### src/sv/ics_pkg.sv
// Types and constants for the internet checksum stream unit.
// No dependencies; used by ics_accum and the top level.
`default_nettype none

package ics_pkg;

   localparam int COUNT_WIDTH = 16;

   typedef logic [COUNT_WIDTH-1:0] count_type;

   localparam logic [1:0] KIND_PLAIN = 2'd0;
   localparam logic [1:0] KIND_UDP   = 2'd1;
   localparam logic [1:0] KIND_TCP   = 2'd2;

   localparam logic [7:0] PROTO_UDP = 8'd17;
   localparam logic [7:0] PROTO_TCP = 8'd6;

   localparam count_type PSEUDO_BIAS = COUNT_WIDTH'(8);

   typedef struct packed {
      logic [7:0] data_byte;
      logic       last;
      logic [1:0] checksum_kind;
   } byte_item_type;

endpackage

`default_nettype wire

### src/sv/ics_accum.sv
// Per-region checksum state and the combinational datapath for one byte.
// Depends on ics_pkg.
`default_nettype none

module ics_accum (
   input  wire                     clock,
   input  wire                     reset,
   input  wire                     step,
   input  ics_pkg::byte_item_type  item,
   output logic [15:0]             checksum
);
   import ics_pkg::*;

   logic [15:0] acc_ff, acc_in;
   logic [7:0]  hold_ff, hold_in;
   logic        odd_ff, odd_in;
   count_type   count_ff, count_in;
   logic [1:0]  kind_ff, kind_in;
   logic        in_pkt_ff, in_pkt_in;

   logic        first;
   logic [15:0] acc_base;
   logic        odd_cur;
   count_type   cnt_next;
   logic [1:0]  kind_eff;
   logic [15:0] word;
   logic        pseudo_on;
   logic [7:0]  proto;
   count_type   term;
   logic [17:0] sum_all;
   logic [16:0] fold_a;
   logic [16:0] sum_pair;
   logic [15:0] pair_fold;

   always_comb begin
      first    = !in_pkt_ff;
      acc_base = first ? 16'h0000 : acc_ff;
      odd_cur  = first ? 1'b0 : odd_ff;
      cnt_next = (first ? '0 : count_ff) + COUNT_WIDTH'(1);
      kind_eff = first ? item.checksum_kind : kind_ff;

      // a trailing odd byte sits in the high half, low half zero
      word = odd_cur ? {hold_ff, item.data_byte} : {item.data_byte, 8'h00};

      pseudo_on = (kind_eff == KIND_UDP) || (kind_eff == KIND_TCP);
      proto     = (kind_eff == KIND_UDP) ? PROTO_UDP : PROTO_TCP;
      term      = cnt_next - PSEUDO_BIAS;

      // end-around carry over all terms at once; two folds bring it to 16 bits
      sum_all = {2'b00, acc_base} + {2'b00, word}
              + (pseudo_on ? {10'd0, proto} : 18'd0)
              + (pseudo_on ? {2'b00, 16'(term)} : 18'd0);
      fold_a   = {1'b0, sum_all[15:0]} + {15'd0, sum_all[17:16]};
      checksum = ~(fold_a[15:0] + {15'd0, fold_a[16]});

      sum_pair  = {1'b0, acc_base} + {1'b0, word};
      pair_fold = sum_pair[15:0] + {15'd0, sum_pair[16]};

      acc_in    = acc_ff;
      hold_in   = hold_ff;
      odd_in    = odd_ff;
      count_in  = count_ff;
      kind_in   = kind_ff;
      in_pkt_in = in_pkt_ff;

      if (step) begin
         if (item.last) begin
            acc_in    = 16'h0000;
            hold_in   = 8'h00;
            odd_in    = 1'b0;
            count_in  = '0;
            in_pkt_in = 1'b0;
            kind_in   = kind_eff;
         end else begin
            in_pkt_in = 1'b1;
            count_in  = cnt_next;
            kind_in   = kind_eff;
            if (odd_cur) begin
               acc_in = pair_fold;
               odd_in = 1'b0;
            end else begin
               acc_in  = acc_base;
               hold_in = item.data_byte;
               odd_in  = 1'b1;
            end
         end
      end
   end

   always_ff @(posedge clock) begin
      if (reset) begin
         acc_ff    <= 16'h0000;
         hold_ff   <= 8'h00;
         odd_ff    <= 1'b0;
         count_ff  <= '0;
         kind_ff   <= KIND_PLAIN;
         in_pkt_ff <= 1'b0;
      end else begin
         acc_ff    <= acc_in;
         hold_ff   <= hold_in;
         odd_ff    <= odd_in;
         count_ff  <= count_in;
         kind_ff   <= kind_in;
         in_pkt_ff <= in_pkt_in;
      end
   end

endmodule

`default_nettype wire

### src/sv/internet_checksum_stream_unit.sv
// A last byte enters the input register; once it advances, its checksum is
// registered in the result register and rsp_valid rises. Throughput: one byte
// per cycle unless a last byte is held behind a checksum waiting on rsp_ready;
// the input and result registers let a new byte enter while a checksum waits.
// Reset (synchronous, active high) empties both registers and starts a new
// region; req_ready is low while reset is high.
`default_nettype none

module internet_checksum_stream_unit (
   input  wire         clock,
   input  wire         reset,
   input  wire         req_valid,
   output logic        req_ready,
   input  wire  [7:0]  req_data_byte,
   input  wire         req_last,
   input  wire  [1:0]  req_checksum_kind,
   output logic        rsp_valid,
   input  wire         rsp_ready,
   output logic [15:0] rsp_checksum
);
   import ics_pkg::*;

   logic          in_valid_ff, in_valid_in;
   byte_item_type in_item_ff;
   logic          rsp_valid_ff, rsp_valid_in;
   logic [15:0]   rsp_sum_ff;
   logic          advance;
   logic          accept;
   logic [15:0]   core_sum;

   // a non-last item never needs the result register
   always_comb begin
      advance   = in_valid_ff && (!in_item_ff.last || !rsp_valid_ff || rsp_ready);
      req_ready = !reset && (!in_valid_ff || advance);
      accept    = req_valid && req_ready;

      in_valid_in  = accept || (in_valid_ff && !advance);
      rsp_valid_in = (advance && in_item_ff.last) || (rsp_valid_ff && !rsp_ready);
   end

   ics_accum u_accum (
      .clock    (clock),
      .reset    (reset),
      .step     (advance),
      .item     (in_item_ff),
      .checksum (core_sum)
   );

   always_ff @(posedge clock) begin
      if (reset) begin
         in_valid_ff  <= 1'b0;
         rsp_valid_ff <= 1'b0;
      end else begin
         in_valid_ff  <= in_valid_in;
         rsp_valid_ff <= rsp_valid_in;
      end
   end

   always_ff @(posedge clock) begin
      if (accept) begin
         in_item_ff.data_byte     <= req_data_byte;
         in_item_ff.last          <= req_last;
         in_item_ff.checksum_kind <= req_checksum_kind;
      end
      if (advance && in_item_ff.last) begin
         rsp_sum_ff <= core_sum;
      end
   end

   assign rsp_valid    = rsp_valid_ff;
   assign rsp_checksum = rsp_sum_ff;

endmodule

`default_nettype wire

### config.mk
export PLATFORM = sky130hd
export DESIGN_NAME = internet_checksum_stream_unit
export DESIGN_NICKNAME = d
export VERILOG_FILES = /design/src/sv/ics_pkg.sv /design/src/sv/ics_accum.sv /design/src/sv/internet_checksum_stream_unit.sv
export SDC_FILE = /design/constraint.sdc
export NUM_CORES = 1
export LEC_CHECK = 0
export ABC_CLOCK_PERIOD_IN_PS = 12800
export BUFFER_PORTS_ARGS = -buffer_cell sky130_fd_sc_hd__buf_2
export CAP_MARGIN = 10
export CORE_UTILIZATION = 65
export DETAILED_ROUTE_END_ITERATION = 6
export GPL_ROUTABILITY_DRIVEN = 0
export PLACE_DENSITY = 0.84
export SLEW_MARGIN = 20
export SYNTH_ARGS = -nofsm -noshare
export SYNTH_HDL_FRONTEND = slang
export SYNTH_SLANG_ARGS = --single-unit
### constraint.sdc
create_clock -name clock -period 12.8 [get_ports clock]
set_clock_uncertainty 0.05 [all_clocks]
set_input_delay 2.56 -clock clock [delete_from_list [all_inputs] [get_ports clock]]
set_output_delay 2.56 -clock clock [all_outputs]
set_load 0.01 [all_outputs]
## After elaboration in Yosys (flattened, before gate mapping)

Index checks and enable logic that the tools add are counted.

- Bits in registers: 73
- Word-level logic and storage cells: 60

- $add $sub $neg: 9
- Equality and inequality tests: 3
- Muxes and demuxes: 16
- Bitwise gates (word level): 1
- Reductions and logical operators: 19

Operator list:

| cell | count |
|---|---|
| two-way mux 16 bit | 7 |
| adder 18 bit | 2 |
| adder 16 x 16 -> 17 bit | 2 |
| adder 16 x 1 -> 16 bit | 2 |
| two-way mux 8 bit | 3 |
| adder 16 x 2 -> 17 bit | 1 |
| adder 16 x 1 -> 16 bit, second input constant | 1 |
| NOT 16 bit | 1 |
| subtractor 16 x 4 -> 16 bit, second input constant | 1 |
| logical AND 1 bit | 6 |
| logical NOT 1 bit | 6 |
| logical OR 1 bit | 6 |
| two-way mux 5 bit | 1 |
| two-way mux 1 bit | 4 |
| equality test 2 x 1 -> 1 bit, second input constant | 1 |
| equality test 2 bit, second input constant | 1 |
| two-way mux 2 bit | 1 |
| inequality test 2 bit, second input constant | 1 |
| AND reduction 2 bit | 1 |

## Longest topological paths before layout

Gate-level depths: netlist of the first run.

- Depth after elaboration: 9
- Mapped depth: 46

## By module

A second synthesis of the first run with hierarchy kept.

- Cells, all modules: 806
- Area total of the unflattened synthesis: 6815.3 µm²

By module, submodules not included:

| module | instances | cells an instance | area each (µm²) | seq. area each (µm²) |
|---|---|---|---|---|
| ics_accum | 1 | 767 | 5895.7 | 880.8 |
| internet_checksum_stream_unit | 1 | 39 | 919.6 | 850.8 |

## Least setup slack after synthesis of the first run

OpenSTA, ideal clock, no wires.

- Path type: register to register
- Start point: register u_accum.in_pkt_ff
- End point: register rsp_sum_ff[15], in the netlist rsp_checksum[15] (data pin)
- Setup time: 0.265 ns
- Data arrival time: 8.009 ns
- Data required time: 12.485 ns
- Path slack: 4.477 ns
- Stages on the path, launching flop included: 43
- Period minus slack after synthesis: 8.323 ns
- Path through: dfxtp_1 > clkbuf_1 > clkbuf_1 > clkbuf_1 > clkbuf_1 > and2_1 > ha_1 > nand3_1 > xnor2_1 > and2_1 > inv_1 > ha_1 > or2_2 > fa_1 > inv_1 > ha_1 > nand3_1 > or2_4 > (+7 left out) > ha_1 > fa_1 > nand2_1 > nor2b_1 > and3_1 > nand4_1 > and3b_1 > nand2_1 > nor2_1 > ha_1 > nand3_1 > nor3_1 > o211ai_1 > a211o_1 > nor3_1 > nand4b_1 > o221ai_1 > a211oi_1

- Longest elaborated chain between the ends: 9
- Elaborated cells between the ends (all ways): 19
- Classes of those cells: 7 x add/sub; 2 x eq/ne; 8 x mux; 1 x bitwise; 1 x reduce/logical

Ends and longest elaborated chain:

| item | RTL line | source |
|---|---|---|
| from (decl) | ics_accum.sv:19 | `logic in_pkt_ff, in_pkt_in;` |
| from (signal assigned) | ics_accum.sv:104 | `in_pkt_ff <= in_pkt_in;` |
| branches (longest 5 deep; another with adder 18 bit) | n/a |  |
| adder 18 bit * | ics_accum.sv:52 | `+ (pseudo_on ? {2'b00, 16'(term)} : 18'd0);` |
| adder 16 x 2 -> 17 bit * | ics_accum.sv:53 | `fold_a = {1'b0, sum_all[15:0]} + {15'd0, sum_all[17:16]};` |
| adder 16 x 1 -> 16 bit * | ics_accum.sv:54 | `checksum = ~(fold_a[15:0] + {15'd0, fold_a[16]});` |
| NOT 16 bit * | ics_accum.sv:54 |  |
| named net core_sum[15] | internet_checksum_stream_unit.sv:29 | `logic [15:0] core_sum;` |
| to (signal assigned) | internet_checksum_stream_unit.sv:66 | `rsp_sum_ff <= core_sum;` |
| to (decl) | internet_checksum_stream_unit.sv:26 | `logic [15:0] rsp_sum_ff;` |

Mark *: on every way through the listed nets, which the timed path passes.
A chain may end at the register's enable or synchronous reset.

## Worst setup path after layout of the first run

Same ends and word-level chain as after synthesis.

==> flow_metrics.py, run 1 <==
metrics = {
    "pwr": {
        "switchingPower_mw": 0.244,
        "p_int_mw": 0.430,
        "pwr_density_cell_nw_per_um2": 98.2,
        "p_leak_nw": 2.85,
        "power_frac_seq": 0.381,
        "clockPowerShare": 0.267,
        "ir_worst_vdd_mv": 0.0783,
        "p_sw_frac": 0.362,
        "finalPower_mw": 0.674,
        "comb_power_share": 0.352,
    },
    "floorplan": {
        "die_h_um": 102,
        "start_util": 0.684,
        "dieArea_um2": 10300,
        "pin_count": 33,
        "design.core.area_um2": 9420,
        "rows": 35,
        "fp.dieW_um": 102,
    },
    "synth": {
        "synth_ff_type": "dfxtp_1",
        "netlist_area_um2": 6440,
        "synth_warnings": 0,
        "netlist_instances": 761,
        "synthArstFlopShare": 0,
        "synth_top_area_share": 0.143,
        "syn_avg_cell_area_um2": 8.46,
        "ys_seq_area_frac": 0.269,
        "synth_cell_type_count": 85,
        "synth-edff-count": 27,
        "synth_top_cell_by_area": "dfxtp_1",
        "synthesis.nets": 837,
        "synth.area.top_cells": "dfxtp_1, edfxtp_1, ha_1",
        "synth-seq-cells": 73,
    },
    "grt": {
        "grt_pass1_vias": 5527,
        "grt_max_degree": 50,
        "grt_first_pass_wirelength_um": 25900,
        "gr-total-overflow": 0,
        "grt_antenna_before_repair": 0,
        "grtUsageTotal": 0.320,
    },
    "clock_network": {
        "htreeDepth": 3,
        "cts_buffers": 9,
        "cts-root-buf": "clkbuf_8",
        "cts_sinks": 73,
        "hold_buffers": 0,
        "cts_resized": 0,
        "cts_tree": "built",
        "clk_latency_ns": 0.35,
        "clk_pin_slew_ns": 0.08,
        "post-cts-setup-buffer-count": 0,
        "clockBufferDepth": 2,
    },
    "routing": {
        "ant_nets": 0,
        "drc": 0,
        "wl_per_cell_um": 17.1,
        "finalWirelength_um": 15600,
        "vias": 5868,
        "drt_iter0_drc": 417,
        "dr.pass1.iters": 5,
        "via_per_inst": 6.43,
    },
    "layout": {
        "drive_above_1_share": 0.112,
        "final_common_cell": "nor2_1",
        "fin_util": 0.729,
        "antenna_cells": 0,
        "layout.nets": 855,
        "fillCellCount": 711,
        "final_cell_mix": "nor2_1, ha_1, a21oi_1",
        "syn2layout_area_growth_pct": 6.53,
    },
    "setup_path": {
        "r2r_start": "u_accum.in_pkt_ff",
        "path_class": "reg -> reg",
        "crit_fanout": 49,
        "crit_top_cell": "ha_1",
        "startpoint_type": "flip-flop",
        "cp_data_required_time_ns": 12.85,
        "max_stage_delay_ns": 0.51,
        "critical_path.slowest_cell": "nand2_1",
        "cp_data_arrival_time_ns": 9.15,
        "worst-r2r-setup-slack_ns": 3.70,
        "cp-end-kind": "flip-flop",
        "crit_start": "u_accum.in_pkt_ff",
    },
    "outcome": {
        "outcome": "finished clean",
    },
    "timing": {
        "worst_pin_slew_ns": 1.00,
        "min_period_ns": 9.10,
        "final.setup.tns_ns": 0,
        "rsz0062_at_grt": "false",
        "min_period_over_period": 0.711,
        "fmax_ghz": 0.110,
        "setup_violations": 0,
        "relSlewSlack": 0.332,
        "slew_viol_final": 0,
        "hold_viol": 0,
    },
    "job": {
        "cap_violations": 0,
    },
    "hold_path": {
        "hp-start": "u_accum.acc_ff[10]",
        "hold_path_class": "reg -> reg",
    },
    "placed_design": {
        "hpwl_um": 11900,
        "io_buffers": 32,
    },
}
[synthesized netlist by cell type, types with 17 or more instances]
library cell and count:
a21oi_1 50, clkbuf_1 21, xnor2_1 40, o21ai_0 17, xor2_1 22, dfxtp_1 46
a22oi_1 20, nand2_1 45, nor2_1 105, inv_1 27, nor3_1 19, edfxtp_1 27
nand3_1 28, ha_1 54, and3_1 20, and2_1 33
[through the flow]
step | instances | setup slack, ns | area, um^2 | hold WS, ns
finish | 913 | 3.70 | 6860 | 0.410
global route | 913 | 2.97 | 6860 | 0.444
CTS | 913 | 3.84 | 6860 | 0.405
detailed placement | 897 | 3.89 | 6670 | 0.395
global placement | 897 | 4.38 | 6670 | 0.388
floorplan | 761 | 4.48 | 6440 | 0.382
[worst paths after layout]
| path | endpoint | cells past startpoint |
|---|---|---|
| setup / recovery | rsp_checksum[15] | 38 |
| hold / removal | u_accum.acc_ff[10] | 2 |
| setup reg to reg | rsp_checksum[15] | 38 |
| hold reg to reg | u_accum.acc_ff[10] | 2 |
[cell families after synthesis]
logic type	count (synthesis)	synth area share
XOR/XNOR	67	0.0981
multiplexers	13	0.0220
adder cells (fa/ha/maj)	61	0.127
AND/OR/NAND/NOR	321	0.262
flip-flops	73	0.269
buffers and inverters	54	0.0321
AO/OA/AOI/OAI	172	0.190
[critical path: cells and delay by family, from the launching register on]
kind | cells | cell delay, ns
buf+inv | 2 | 0.49
compound gates | 13 | 2.27
xor+xnor | 1 | 0.18
flops | 1 | 0.31
simple gates | 14 | 2.96
mux | 2 | 0.72
fa+ha+maj | 6 | 1.82
[sequential cells by signal (all words and copies together) (netlist names)]
register,count
rsp_checksum,16
u_accum.acc_ff,16
u_accum.count_ff,16
in_item_ff,11
u_accum.hold_ff,8
u_accum.kind_ff,2
in_valid_ff,1
rsp_valid,1
u_accum.in_pkt_ff,1
u_accum.odd_ff,1
[metal layers]
layer / routed length (um) / share of wire / vias up / GRT usage
li1: - / - / 2800 / -
met1: 6390 / 0.41 / 2723 / 0.397
met2: 7440 / 0.48 / 285 / 0.537
met3: 1230 / 0.079 / 60 / 0.0518
met4: 590 / 0.038 / 0 / 0.161
met5: 0 / 0 / - / 0
[power groups by stage]
stage / sequential [mW] / clock, mW / combinational [mW]
after floorplan: 0.263 / 0 / 0.180
after global placement: 0.262 / 0 / 0.222
after detailed placement: 0.262 / 0 / 0.232
after CTS: 0.257 / 0.182 / 0.234
after global routing: 0.258 / 0.189 / 0.261
final: 0.257 / 0.180 / 0.237
[cell type report]
class / instances / area (um^2) / share of cell area
clock buffers: 12 / 166 / 0.0243
well taps: 129 / 161 / 0.0235
clock inverters: 4 / 26.3 / 0.00383
inverters: 28 / 105 / 0.0153
multi-input cells: 634 / 4500 / 0.656
repair buffers: 33 / 168 / 0.0244
flip-flops and latches: 73 / 1730 / 0.252
No activity file was read; power rests on OpenSTA's default activity.
==> inputs of run 2 (changes only) <==
--- a/config.mk
+++ b/config.mk
@@ -5,13 +5,13 @@
 export SDC_FILE = /design/constraint.sdc
 export NUM_CORES = 1
 export LEC_CHECK = 0
-export ABC_CLOCK_PERIOD_IN_PS = 12800
+export ABC_CLOCK_PERIOD_IN_PS = 8900
 export BUFFER_PORTS_ARGS = -buffer_cell sky130_fd_sc_hd__buf_2
 export CAP_MARGIN = 10
-export CORE_UTILIZATION = 65
+export CORE_UTILIZATION = 63
 export DETAILED_ROUTE_END_ITERATION = 6
 export GPL_ROUTABILITY_DRIVEN = 0
-export PLACE_DENSITY = 0.84
+export PLACE_DENSITY = 0.82
 export SLEW_MARGIN = 20
 export SYNTH_ARGS = -nofsm -noshare
 export SYNTH_HDL_FRONTEND = slang
==> constraint.sdc (replaced) <==
create_clock -name clock -period 8.9 [get_ports clock]
set_clock_uncertainty 0.05 [all_clocks]
set_input_delay 1.78 -clock clock [delete_from_list [all_inputs] [get_ports clock]]
set_output_delay 1.78 -clock clock [all_outputs]
set_load 0.01 [all_outputs]
==> run 2 against run 1 <==
Compared with the run above:
- combinational power is 44% higher
- critical path depth up 4
- power up 41%
- die area rose by 3.1%
- first-iteration DRC count fell by 38%
- wire length shrank 2.1%
- sequential cell count is the same
- clock power rose by 32%
- critical path type unchanged
- largest power group unchanged
==> flow_metrics.py, run 2 (synthesis results as in run 1) <==
metrics = {
    "setup_path": {
        "path_class": "reg -> reg",
        "cp-end-kind": "flip-flop",
        "crit_top_cell": "ha_1",
        "cp_data_required_time_ns": 8.96,
        "startpoint_type": "flip-flop",
        "crit_fanout": 7,
        "max_stage_delay_ns": 0.39,
        "cp_data_arrival_time_ns": 8.38,
        "critical_path.slowest_cell": "dfxtp_1",
    },
    "grt": {
        "grtUsageTotal": 0.303,
        "gr-total-overflow": 0,
        "grt_first_pass_wirelength_um": 24900,
        "grt_antenna_before_repair": 0,
        "grt_max_degree": 49,
        "grt_pass1_vias": 5373,
    },
    "clock_network": {
        "clk_pin_slew_ns": 0.08,
        "clk_latency_ns": 0.37,
        "htreeDepth": 3,
        "post-cts-setup-buffer-count": 0,
        "cts_tree": "built",
        "cts_resized": 0,
        "cts_sinks": 73,
        "cts-root-buf": "clkbuf_8",
        "clockBufferDepth": 2,
        "cts_buffers": 9,
        "hold_buffers": 0,
    },
    "layout": {
        "design_area_um2": 6890,
        "syn2layout_area_growth_pct": 6.99,
        "final_common_cell": "nor2_1",
        "antenna_cells": 0,
        "fin_util": 0.702,
        "drive_above_1_share": 0.122,
        "layout.nets": 858,
        "fin_cells": 920,
        "final_cell_mix": "nor2_1, ha_1, a21oi_1",
    },
    "timing": {
        "min_period_over_period": 0.934,
        "fmax_ghz": 0.120,
        "final.setup.tns_ns": 0,
        "setup_violations": 0,
        "relSlewSlack": 0.298,
        "hold_viol": 0,
        "layout_setup_ws_ns": 0.588,
        "rsz0062_at_grt": "false",
        "min_period_ns": 8.31,
        "whs_ns": 0.415,
        "slew_viol_final": 0,
        "worst_pin_slew_ns": 1.05,
    },
    "floorplan": {
        "start_util": 0.656,
        "die_h_um": 103,
        "fp.dieW_um": 103,
        "design.core.area_um2": 9820,
        "dieArea_um2": 10600,
        "rows": 36,
        "pin_count": 33,
    },
    "placed_design": {
        "io_buffers": 32,
        "placed_cell_area_um2": 6700,
        "place_ws_ns": 0.352,
        "dpl.cell_count": 904,
        "hpwl_um": 11600,
    },
    "routing": {
        "via_per_inst": 6.26,
        "drc": 0,
        "ant_nets": 0,
        "finalWirelength_um": 15300,
        "dr.pass1.iters": 5,
        "wl_per_cell_um": 16.6,
        "drt_iter0_drc": 260,
        "vias": 5760,
    },
    "job": {
        "cap_violations": 0,
    },
    "pwr": {
        "ir_worst_vdd_mv": 0.0952,
        "finalPower_mw": 0.949,
        "p_leak_nw": 2.86,
        "pwr_density_cell_nw_per_um2": 138,
    },
    "outcome": {
        "outcome": "finished clean",
    },
    "hold_path": {
        "hold_path_class": "reg -> reg",
    },
}
[run 2: final cells by class]
type                    instances  area (um^2)
well taps                     133          166
clock buffers                  13          149
flip-flops and latches         73         1730
clock inverters                 3         16.3
multi-input cells             634         4530
inverters                      28          105
repair buffers                 36          194
fillers                       801         2930
[run 2: report_power, final]
part           internal [mW]  switching (mW)  leakage, nW
Combinational          0.130           0.212         2.16
Sequential             0.364         0.00525        0.622
Clock                  0.109           0.129       0.0877
[run 2: worst paths after layout]
kind,from,end,slack [ns],cells past startpoint
worst max register to register,u_accum.in_pkt_ff,rsp_checksum[15],0.59,42
worst max-delay path,u_accum.in_pkt_ff,rsp_checksum[15],0.59,42
worst min register to register,u_accum.acc_ff[8],u_accum.acc_ff[8],0.41,2
worst min-delay path,u_accum.acc_ff[8],u_accum.acc_ff[8],0.41,2
[run 2: worst max-delay path: cells and delay by family (launching register included)]
kind,cells,cell delay (ns)
simple gates,20,3.71
xor+xnor,3,0.46
fa+ha+maj,7,1.79
buf+inv,3,0.20
compound gates,9,1.47
flops,1,0.39
[run 2: routing by layer]
| metal | wire length (um) | up-vias | global-route usage |
|---|---|---|---|
| met5 | 0 | - | 0 |
| met4 | 555 | 0 | 0.153 |
| met3 | 941 | 45 | 0.0590 |
| met2 | 7300 | 203 | 0.514 |
| met1 | 6520 | 2701 | 0.365 |
| li1 | - | 2811 | - |
